==> config.mk <==
export PLATFORM = sky130hd
export DESIGN_NAME = i2c_master_byte_engine_core_flat
export DESIGN_NICKNAME = d
export VERILOG_FILES = /design/src/hw/rtl/i2cm_pkg.sv /design/src/hw/rtl/i2cm_if.sv /design/src/hw/rtl/i2cm_phase_seq.sv /design/src/hw/rtl/i2c_master_byte_engine_core.sv /design/src/flat_wrapper.sv
export SDC_FILE = /design/constraint.sdc
export NUM_CORES = 1
export LEC_CHECK = 0
export ABC_AREA = 1
export BUFFER_PORTS_ARGS = -buffer_cell sky130_fd_sc_hd__buf_4
export CORE_AREA = 2 2 73 75
export CTS_BUF_LIST = sky130_fd_sc_hd__clkbuf_16
export CTS_CLUSTER_DIAMETER = 150
export DETAILED_ROUTE_END_ITERATION = 12
export DIE_AREA = 0 0 75 77
export GPL_TIMING_DRIVEN = 0
export PLACE_DENSITY = 0.82
export SLEW_MARGIN = 20
export SYNTH_ARGS = -nofsm -noshare
export SYNTH_HDL_FRONTEND = slang
export SYNTH_SLANG_ARGS = --single-unit
==> constraint.sdc <==
create_clock -name clock -period 2 [get_ports clock]
set_clock_uncertainty 0.1 [all_clocks]
set_input_delay 0.2 -clock clock [delete_from_list [all_inputs] [get_ports clock]]
set_output_delay 0.2 -clock clock [all_outputs]
set_load 0.005 [all_outputs]
==> src/hw/rtl/i2cm_pkg.sv <==
// I2C master byte engine: shared types and constants.
// Operation codes, phase numbers and the request/response beat layouts.
// No dependencies.
package i2cm_pkg;

   // Operation / command codes
   localparam logic [2:0] OP_IDLE  = 3'd0;
   localparam logic [2:0] OP_START = 3'd1;
   localparam logic [2:0] OP_STOP  = 3'd2;
   localparam logic [2:0] OP_WRITE = 3'd3;
   localparam logic [2:0] OP_READ  = 3'd4;

   // Phase counter and the phases that close each operation
   localparam int unsigned PHASE_W   = 5;
   localparam int unsigned BIT_COUNT = 8;
   localparam logic [PHASE_W-1:0] PH_ZERO     = PHASE_W'(0);
   localparam logic [PHASE_W-1:0] PH_ONE      = PHASE_W'(1);
   localparam logic [PHASE_W-1:0] PH_TWO      = PHASE_W'(2);
   localparam logic [PHASE_W-1:0] PH_ACK      = PHASE_W'(2 * BIT_COUNT);
   localparam logic [PHASE_W-1:0] PH_ACK_HIGH = PHASE_W'(2 * BIT_COUNT + 1);

   typedef struct packed {
      logic [2:0] kind;
      logic [7:0] tx_byte;
      logic       send_ack;
      logic       sda_in;
   } req_type;

   typedef struct packed {
      logic       scl_level;
      logic       sda_release;
      logic       busy_res;
      logic       done_res;
      logic [7:0] rx_byte;
      logic       nack_seen;
      logic       refused;
   } rsp_type;

endpackage

==> src/hw/rtl/i2cm_if.sv <==
// Valid/ready channels for the I2C master byte engine.
// Depends on i2cm_pkg for the request and response beat layouts.
interface i2cm_req_if;
   import i2cm_pkg::*;
   logic    valid;
   logic    ready;
   req_type payload;
   modport source (output valid, output payload, input ready);
   modport sink (input valid, input payload, output ready);
endinterface

interface i2cm_rsp_if;
   import i2cm_pkg::*;
   logic    valid;
   logic    ready;
   rsp_type payload;
   modport source (output valid, output payload, input ready);
   modport sink (input valid, input payload, output ready);
endinterface

==> src/hw/rtl/i2cm_phase_seq.sv <==
// Bus phase sequencer: operation state plus the SCL/SDA line registers.
// One phase per enabled cycle; depends on i2cm_pkg.
module i2cm_phase_seq (
   input  logic              clock,
   input  logic              reset,
   input  logic              step_en,
   input  i2cm_pkg::req_type item,
   output i2cm_pkg::rsp_type result
);
   import i2cm_pkg::*;

   logic [2:0]         operation_ff, operation_in;
   logic [PHASE_W-1:0] phase_ff, phase_in;
   logic [7:0]         shift_ff, shift_in;
   logic               ack_ff, ack_in;
   logic               scl_ff, scl_in;
   logic               sda_ff, sda_in;

   // Next state and result for one phase
   always_comb begin
      logic               is_cmd;
      logic [2:0]         op;
      logic [PHASE_W-1:0] ph;
      logic [7:0]         sh;
      logic               ack;
      logic               scl;
      logic               sda;
      logic               done;
      logic [7:0]         rx;
      logic               nack;
      logic               refused;

      is_cmd  = (item.kind >= OP_START) && (item.kind <= OP_READ);
      op      = operation_ff;
      ph      = phase_ff;
      sh      = shift_ff;
      ack     = ack_ff;
      scl     = scl_ff;
      sda     = sda_ff;
      done    = 1'b0;
      rx      = 8'h00;
      nack    = 1'b0;
      refused = 1'b0;

      // Command launch, or refusal while busy
      if (operation_ff == OP_IDLE) begin
         if (is_cmd) begin
            op = item.kind;
            ph = PH_ZERO;
            if (item.kind == OP_WRITE) begin
               sh = item.tx_byte;
            end else if (item.kind == OP_READ) begin
               sh  = 8'h00;
               ack = item.send_ack;
            end
         end
      end else if (is_cmd) begin
         refused = 1'b1;
      end

      // Line levels for this phase
      unique case (op)
         OP_START: begin
            if (ph == PH_ZERO) sda = 1'b1;
            else if (ph == PH_ONE) scl = 1'b1;
            else if (ph == PH_TWO) sda = 1'b0;
            else begin
               scl  = 1'b0;
               done = 1'b1;
            end
         end
         OP_STOP: begin
            if (ph == PH_ZERO) sda = 1'b0;
            else if (ph == PH_ONE) scl = 1'b1;
            else begin
               sda  = 1'b1;
               done = 1'b1;
            end
         end
         OP_WRITE: begin
            if (ph < PH_ACK) begin
               if (!ph[0]) begin
                  sda = sh[7];
                  scl = 1'b1;
               end else begin
                  scl = 1'b0;
                  sh  = {sh[6:0], 1'b0};
               end
            end else if (ph == PH_ACK) begin
               sda = 1'b1;
               scl = 1'b1;
            end else begin
               // slave ACK sampled from the level seen during the high phase
               scl  = 1'b0;
               nack = item.sda_in;
               done = 1'b1;
            end
         end
         OP_READ: begin
            if (ph < PH_ACK) begin
               if (!ph[0]) begin
                  sda = 1'b1;
                  scl = 1'b1;
               end else begin
                  scl = 1'b0;
                  sh  = {sh[6:0], item.sda_in};
               end
            end else if (ph == PH_ACK) begin
               sda = !ack;
            end else if (ph == PH_ACK_HIGH) begin
               scl = 1'b1;
            end else begin
               scl  = 1'b0;
               rx   = sh;
               done = 1'b1;
            end
         end
         default: begin
            op = OP_IDLE;
         end
      endcase

      // Phase advance / completion
      if (op != OP_IDLE) begin
         if (done) begin
            op = OP_IDLE;
            ph = PH_ZERO;
         end else begin
            ph = ph + PH_ONE;
         end
      end

      operation_in       = op;
      phase_in           = ph;
      shift_in           = sh;
      ack_in             = ack;
      scl_in             = scl;
      sda_in             = sda;
      result.scl_level   = scl;
      result.sda_release = sda;
      result.busy_res    = (op != OP_IDLE);
      result.done_res    = done;
      result.rx_byte     = rx;
      result.nack_seen   = nack;
      result.refused     = refused;
   end

   // State registers
   always_ff @(posedge clock) begin
      if (reset) begin
         operation_ff <= OP_IDLE;
         phase_ff     <= PH_ZERO;
         shift_ff     <= 8'h00;
         ack_ff       <= 1'b0;
         scl_ff       <= 1'b1;
         sda_ff       <= 1'b1;
      end else if (step_en) begin
         operation_ff <= operation_in;
         phase_ff     <= phase_in;
         shift_ff     <= shift_in;
         ack_ff       <= ack_in;
         scl_ff       <= scl_in;
         sda_ff       <= sda_in;
      end
   end

endmodule

==> src/hw/rtl/i2c_master_byte_engine_core.sv <==
// I2C master byte engine, top level: input register, phase sequencer, result register.
// Depends on i2cm_pkg, i2cm_if and i2cm_phase_seq.
// The input register holds a request beat; the sequencer steps and its response beat is
// registered when the result register is free or being emptied. Throughput: one beat per
// cycle while responses are taken; a request is taken while a response waits if it moves.
// Reset (synchronous): idle, SCL and SDA released, no beats held.
module i2c_master_byte_engine_core (
   input logic        clock,
   input logic        reset,
   i2cm_req_if.sink   req_if,
   i2cm_rsp_if.source rsp_if
);
   import i2cm_pkg::*;

   logic    in_valid_ff, in_valid_in;
   req_type in_data_ff;
   logic    out_valid_ff, out_valid_in;
   rsp_type out_data_ff;
   rsp_type step_rsp;
   logic    advance;
   logic    take_req;

   // Sequencer steps when a held request can move into the result register
   assign advance  = in_valid_ff && (!out_valid_ff || rsp_if.ready);
   assign take_req = req_if.valid && req_if.ready;
   assign req_if.ready = !in_valid_ff || advance;

   assign in_valid_in  = take_req || (in_valid_ff && !advance);
   assign out_valid_in = advance || (out_valid_ff && !rsp_if.ready);

   i2cm_phase_seq u_seq (
      .clock   (clock),
      .reset   (reset),
      .step_en (advance),
      .item    (in_data_ff),
      .result  (step_rsp)
   );

   // Handshake state
   always_ff @(posedge clock) begin
      if (reset) begin
         in_valid_ff  <= 1'b0;
         out_valid_ff <= 1'b0;
      end else begin
         in_valid_ff  <= in_valid_in;
         out_valid_ff <= out_valid_in;
      end
   end

   // Payload registers
   always_ff @(posedge clock) begin
      if (take_req) begin
         in_data_ff <= req_if.payload;
      end
      if (advance) begin
         out_data_ff <= step_rsp;
      end
   end

   assign rsp_if.valid   = out_valid_ff;
   assign rsp_if.payload = out_data_ff;

endmodule

==> src/flat_wrapper.sv <==
// flat-port wrapper written by rule: the top's interface ports become plain ports
module i2c_master_byte_engine_core_flat import i2cm_pkg::*;
  (clock, reset, req_if_valid, req_if_payload, req_if_ready, rsp_if_valid, rsp_if_payload, rsp_if_ready);
  i2cm_req_if req_if_i ();
  i2cm_rsp_if rsp_if_i ();
  input logic clock;
  input logic reset;
  input wire logic [$bits(req_if_i.valid)-1:0] req_if_valid;
  input wire logic [$bits(req_if_i.payload)-1:0] req_if_payload;
  output wire logic [$bits(req_if_i.ready)-1:0] req_if_ready;
  output wire logic [$bits(rsp_if_i.valid)-1:0] rsp_if_valid;
  output wire logic [$bits(rsp_if_i.payload)-1:0] rsp_if_payload;
  input wire logic [$bits(rsp_if_i.ready)-1:0] rsp_if_ready;
  assign req_if_i.valid = req_if_valid;
  assign req_if_i.payload = req_if_payload;
  assign req_if_ready = req_if_i.ready;
  assign rsp_if_valid = rsp_if_i.valid;
  assign rsp_if_payload = rsp_if_i.payload;
  assign rsp_if_i.ready = rsp_if_ready;
  i2c_master_byte_engine_core u_core (.clock(clock), .reset(reset), .req_if(req_if_i), .rsp_if(rsp_if_i));
endmodule
# ---- Yosys cells after proc, flatten, opt, wreduce, memory -nomap -nowiden
# Index checks and enable logic that the tools add are counted.
dict set report totals {
  ff_bits 48
  elab_cells 114
  output_inout_bits 16
  inputBits 17
}
dict set report classes {
  n_addsub 1
  n_mux 58
  n_reduce_logical 21
  order_cmp 3
  n_eq_ne 10
  bitwise 2
}
# op n
set op_table {}
lappend op_table {{8-bit 2-to-1 mux} 8}
lappend op_table {{1-bit 2-to-1 mux} 37}
lappend op_table {{5-bit 2-to-1 mux} 4}
lappend op_table {{8-bit case mux with 2 select lines} 1}
lappend op_table {{3-bit 2-to-1 mux} 5}
lappend op_table {{1-bit case mux with 4 select lines} 3}
lappend op_table {{5-bit == test, second input constant} 2}
lappend op_table {{3-bit by 2-bit == test with 1-bit output, second input constant} 3}
lappend op_table {{4-bit OR reduction} 2}
lappend op_table {{3-bit == test, second input constant} 2}
lappend op_table {{3-bit nonzero test} 2}
lappend op_table {{5-bit by 1-bit adder with 5-bit output, second input constant} 1}
lappend op_table {{5-bit by 1-bit == test with 1-bit output, second input constant} 1}
lappend op_table {{5-bit by 2-bit == test with 1-bit output, second input constant} 1}
lappend op_table {{1-bit logical AND} 5}
lappend op_table {{1-bit logical NOT} 5}
lappend op_table {{5-bit logical NOT} 1}
lappend op_table {{5-bit less-than comparator, second input constant} 1}
lappend op_table {{1-bit logical OR} 4}
lappend op_table {{3-bit by 1-bit == test with 1-bit output, second input constant} 1}
lappend op_table {{3-bit by 1-bit greater-or-equal comparator with 1-bit output, second input constant} 1}
lappend op_table {{3-bit <= comparator, second input constant} 1}
lappend op_table {{3-bit logical NOT} 1}
lappend op_table {{3-bit OR reduction} 1}
lappend op_table {{1-bit NOT} 2}

# ---- Longest topological paths before layout
dict set report logic_depth {
  depth_word 12
  ltp_mapped 16
  mapped_depth_nobuf 16
}

# ---- Hierarchy
# From an unflattened synthesis, not the netlist that was laid out.
dict set report hier_totals {
  hier_cells 291
  hier_area_um2 2444.8
}
# mod seq_area_each_um2 instances area_each_um2 cells_each
set by_module_without_submodules {}
lappend by_module_without_submodules {i2cm_phase_seq 380.4 1 1542.7 252}
lappend by_module_without_submodules {i2c_master_byte_engine_core 850.8 1 902.1 39}

# ---- Worst setup path after synthesis
# Ideal clock, no wire load.
dict set report synth_timing {
  kind {register to register}
  from {reg u_core.in_data_ff[11] (netlist bit)}
  to {reg u_core.out_data_ff (netlist bit u_core.rsp_if.payload[11]), data pin}
  path_slack_ns -0.194
  path_buffers 0
  path_stages_with_launch 12
  synth_period_minus_slack_ns 2.194
  setup_time_ns 0.253
  required_time_ns 1.647
  t_arrival_ns 1.841
  path_cell_list {edfxtp_1 o21ai_2 nand2_4 nand2_8 inv_2 nor2_1 inv_1 ha_1 o211ai_1 nand3_2 nand4_2 inv_1}
}
# item line_no
set synth_rtl {}
lappend synth_rtl {{start: declaration} i2c_master_byte_engine_core.sv:16} ;# req_type in_data_ff;
lappend synth_rtl {{start signal: assignment} i2c_master_byte_engine_core.sv:53} ;# in_data_ff <= req_if.payload;
lappend synth_rtl {{end signal: assignment} i2c_master_byte_engine_core.sv:56} ;# out_data_ff <= step_rsp;
lappend synth_rtl {{end: declaration} i2c_master_byte_engine_core.sv:18} ;# rsp_type out_data_ff;

# ---- Worst setup path after layout
dict set report layout_timing {
  from {reg u_core.in_data_ff[11] (netlist bit)}
  to {reg u_core.u_seq.phase_ff[1]}
}
dict set report layout_between {
  elab_chain_len 11
  word_cells_on_any_way 34
  classes_between {1 x add/sub; 3 x order compare; 8 x eq/ne; 18 x mux; 4 x reduce/logical}
}
# item line_no
set layout_lines {}
lappend layout_lines {{3-bit by 1-bit greater-or-equal comparator with 1-bit output or 3-bit <= comparator (tied branches)} i2cm_phase_seq.sv:33} ;# is_cmd = (item.kind >= OP_START) && (item.kind <= OP_READ);
lappend layout_lines {{1-bit logical AND} i2cm_phase_seq.sv:33}
lappend layout_lines {{5-bit 2-to-1 mux} i2cm_phase_seq.sv:47} ;# if (is_cmd) begin
lappend layout_lines {{5-bit 2-to-1 mux} i2cm_phase_seq.sv:46} ;# if (operation_ff == OP_IDLE) begin
lappend layout_lines {{5-bit == test or 5-bit by 2-bit == test with 1-bit output (tied branches)} {i2cm_phase_seq.sv:110, i2cm_phase_seq.sv:66}}
lappend layout_lines {{1-bit 2-to-1 mux (on tied branches)} {i2cm_phase_seq.sv:110, i2cm_phase_seq.sv:66}}
lappend layout_lines {{1-bit 2-to-1 mux (on tied branches)} {i2cm_phase_seq.sv:108, i2cm_phase_seq.sv:65}}
lappend layout_lines {{1-bit 2-to-1 mux (on tied branches)} {i2cm_phase_seq.sv:100, i2cm_phase_seq.sv:64}}
lappend layout_lines {{1-bit case mux with 4 select lines} i2cm_phase_seq.sv:62} ;# unique case (op)
lappend layout_lines {{5-bit 2-to-1 mux} i2cm_phase_seq.sv:125} ;# if (done) begin
lappend layout_lines {{5-bit 2-to-1 mux (*)} i2cm_phase_seq.sv:124} ;# if (op != OP_IDLE) begin
lappend layout_lines {{end signal: assignment} i2cm_phase_seq.sv:159} ;# phase_ff <= phase_in;
lappend layout_lines {{end: declaration} i2cm_phase_seq.sv:13} ;# logic [PHASE_W-1:0] phase_ff, phase_in;
# Mark *: on every way between the ends. The rest lies on a longest branch, timed or not.
# A chain may end at the register's enable or synchronous reset.

==> reports/results.tsv <==
stage	metric	value	unit
power	netSwitchingFraction	24.9	%
timing	finalSetupViolCount	30	
placed_design	port-buffer-count	31	
hold_path	hold_class	input pin to flip-flop	
clock_tree	clock-root-buffer	clkbuf_16	
critical_path	arrival	2.40	ns
routing	wl_per_cell	14.6	um
floorplanning	dieArea	5780	um2
cells_and_area	final_cell_mix	nand2_1 (71), buf_4 (46), edfxtp_1 (27)	
cells_and_area	n_fill_cell	351	
routing	routed_via_density	5.33	
clock_tree	cts_tree	yes	
timing	setup_slack	-0.268	ns
synth	synth_cell_types	35	
timing	rsz0062_at_grt	yes	
grt	grt_pass1_vias	2073	
power	power	2460	uW
synth	syn_area_per_cell	8.59	um2
timing	fmax	441	MHz
clock_tree	cts_buffers	5	
job	max-cap-violations	0	
status	violations	setup timing	
grt	overflow	0	
power	switchingPower	614	uW
clock_tree	cts_max_level	2	
floorplanning	core-area	4980	um2
cells_and_area	antenna_cells	0	
synth	muxShareOfSynthArea	0	%
synth	ys_warn_count	0	
power	p_clk_share	38.1	%
synth	ys_ff_latch	48	
routing	ant_nets	0	
placed_design	dp.final_hpwl	3.53	mm
cells_and_area	layout-drive-gt1-share	33.2	%
power	power_density	721	nW/um2
placed_design	placement.cell_area	2810	um2
status	status	complete, but fails checks	
synth	synth_edf_count	27	
cells_and_area	layout_commonest_cell	nand2_1	
synth	synth_compound_area_share	12.5	%
synth	synth_ff_type	edfxtp_1	
critical_path	cp.required	2.13	ns
critical_path	crit_path_start_kind	flip-flop	
synth	seq_area_frac_synth	49.9	%
synth	yosys.area_share.adder	1.52	%
routing	drc_errors	0	
timing	finalHoldViolCount	0	
power	p_comb_share	16.6	%
clock_tree	clockBufferDepth	2	
cells_and_area	multi_input_area	1260	um2
synth	synth_nets	307	
power	ir_drop	0.000641	V
critical_path	cp_max_fo	4	
cells_and_area	ff_latch_area	1230	um2
critical_path	path_class	flip-flop to flip-flop	
placed_design	place_congestion	0.870	
routing	first_iter_violations	173	
routing	num_vias	2282	
floorplanning	start_util	49.5	%
synth	async_flop_share	0	%
cells_and_area	fin_nets	377	
clock_tree	worstSkewPairLatency	0.29	ns
timing	finalCritPeriodShare	113	%
critical_path	end_kind	flip-flop	
floorplanning	rows	26	
cells_and_area	design_area	3420	um2
synth	syn_area	2470	um2
synth	synthSimpleGateAreaFrac	29.9	%
routing	drtPass1Iterations	4	
synth	synthCells	287	
timing	maxSlewViolCount	0	
floorplanning	die_x	75	um
timing	slew_headroom	59.6	%
power	leakage	0.00143	uW
timing	tns	-4.32	ns
synth	synth_xor_area_share	0.355	%
power	seqPwrFrac	45.3	%
grt	grt_antenna_before_repair	0	
timing	min_period	2.27	ns
floorplanning	io_pins	33	
floorplanning	die_h	77	um
clock_tree	clk_pin_slew	0.06	ns
cells_and_area	area_growth	38.5	%
power	p_int	1850	uW
timing	whs	0.0652	ns
grt	grt_pass1_wl	9.63	mm
routing	drt-total-wl	6.26	mm
timing	tightest_slew	0.606	ns
grt	grt_usage	21.4	%
grt	grt_max_degree	24	
synth	synth_top_family_by_area	simple AND/OR/NAND/NOR gates	
clock_tree	cts.sinks	48	
[routing by layer]
| metal | global-route usage [%] | part of all wire, % |
|---|---|---|
| met1 | 27.2 | 40 |
| met2 | 35.9 | 53 |
| met3 | 4.73 | 5.9 |
| met4 | 6.43 | 1.1 |
| met5 | 0 | 0 |
[critical path, stage by stage, from the launching register on]
cell and delay (ns):
edfxtp_1 0.44, o21ai_2 0.22, nand2_4 0.10, nand2_8 0.08, inv_8 0.04, nor2_4 0.12
buf_12 0.12, ha_4 0.15, nand2_1 0.10, inv_2 0.09, nand2_1 0.09, nand3_4 0.11
nand4_4 0.13, nor2_1 0.18, nor2_1 0.07, nor2_1 0.08
[final cells by class]
class / instances / share of cell area (%)
tap: 70 / 2.56
multi-input combinational: 202 / 36.8
buffer: 5 / 0.586
inverter: 33 / 3.92
clock inverter: 3 / 1.25
sequential: 48 / 36.0
timing repair buffer: 62 / 15.2
clock buffer: 5 / 3.66
[Yosys cell counts, types with 3 or more instances]
| cell type | number | area share [%] |
|---|---|---|
| nand4_1 | 3 | 0.76 |
| nand2_1 | 76 | 12 |
| inv_2 | 9 | 1.4 |
| nand3_1 | 15 | 3.0 |
| ha_1 | 3 | 1.5 |
| a22oi_1 | 7 | 2.1 |
| inv_1 | 24 | 3.7 |
| nor2_4 | 3 | 1.4 |
| dfxtp_1 | 21 | 17 |
| a21oi_1 | 23 | 4.7 |
| nor2_2 | 3 | 0.76 |
| edfxtp_1 | 27 | 33 |
| clkbuf_1 | 5 | 0.76 |
| nand2_4 | 3 | 1.4 |
| o21ai_0 | 7 | 1.4 |
| nor2_1 | 28 | 4.3 |
| nand2_2 | 4 | 1.0 |
| nand3_2 | 4 | 1.6 |
[power groups by stage]
stage          Sequential, uW  Combinational (uW)  Clock, uW
4_1_cts                  1110                 359        945
2_1_floorplan            1130                 205          0
3_5_place_dp             1130                 297          0
6_report                 1120                 408        939
5_1_grt                  1120                 439        989
3_3_place_gp             1130                 290          0
[final timing paths]
kind                              start                        to  slack (ns)  cells after the start
setup / recovery  u_core.in_data_ff[11]  u_core.u_seq.phase_ff[1]       -0.27                     15
hold reg to reg      u_core.in_valid_ff       u_core.rsp_if.valid        0.36                      2
hold / removal             req_if_valid        u_core.in_valid_ff        0.07                      3
setup reg to reg  u_core.in_data_ff[11]  u_core.u_seq.phase_ff[1]       -0.27                     15
[repair_timing]
| action | 4_1_cts | 5_1_grt |
|---|---|---|
| hold buffers | 13 | 0 |
| setup buffers | 11 | 7 |
| setup endpoints to repair | 43 | 30 |
| pin swaps | 14 | 13 |
| resized for setup | 16 | 21 |
| endpoints found under the hold margin | 13 | 0 |
| gates cloned | 0 | 1 |
[logic make-up (layout without fill, tap and decap cells)]
| family | after synthesis | in the layout |
|---|---|---|
| XOR/XNOR | 1 | 1 |
| AO/OA/AOI/OAI | 50 | 50 |
| buffers and inverters | 38 | 108 |
| AND/OR/NAND/NOR | 147 | 148 |
| flip-flops | 48 | 48 |
| adder cells (fa/ha/maj) | 3 | 3 |
[registers in the layout (all words and copies together), names as in the netlist]
name,count
u_core.rsp_if.valid,1
u_core.u_seq.sda_ff,1
u_core.u_seq.ack_ff,1
u_core.rsp_if.payload,14
u_core.u_seq.scl_ff,1
u_core.in_data_ff,13
u_core.u_seq.shift_ff,8
u_core.u_seq.operation_ff,3
u_core.u_seq.phase_ff,5
u_core.in_valid_ff,1
[metrics by stage]
stage	utilization (%)	worst slack (ns)	instances
finish	68.6	-0.268	428
global route	68.6	-0.372	428
CTS	65.8	-0.189	420
detailed placement	56.5	-0.300	388
global placement	56.5	-0.277	388
floorplan	-	-0.137	287
Note: power is estimated with default switching activity, not from simulation.
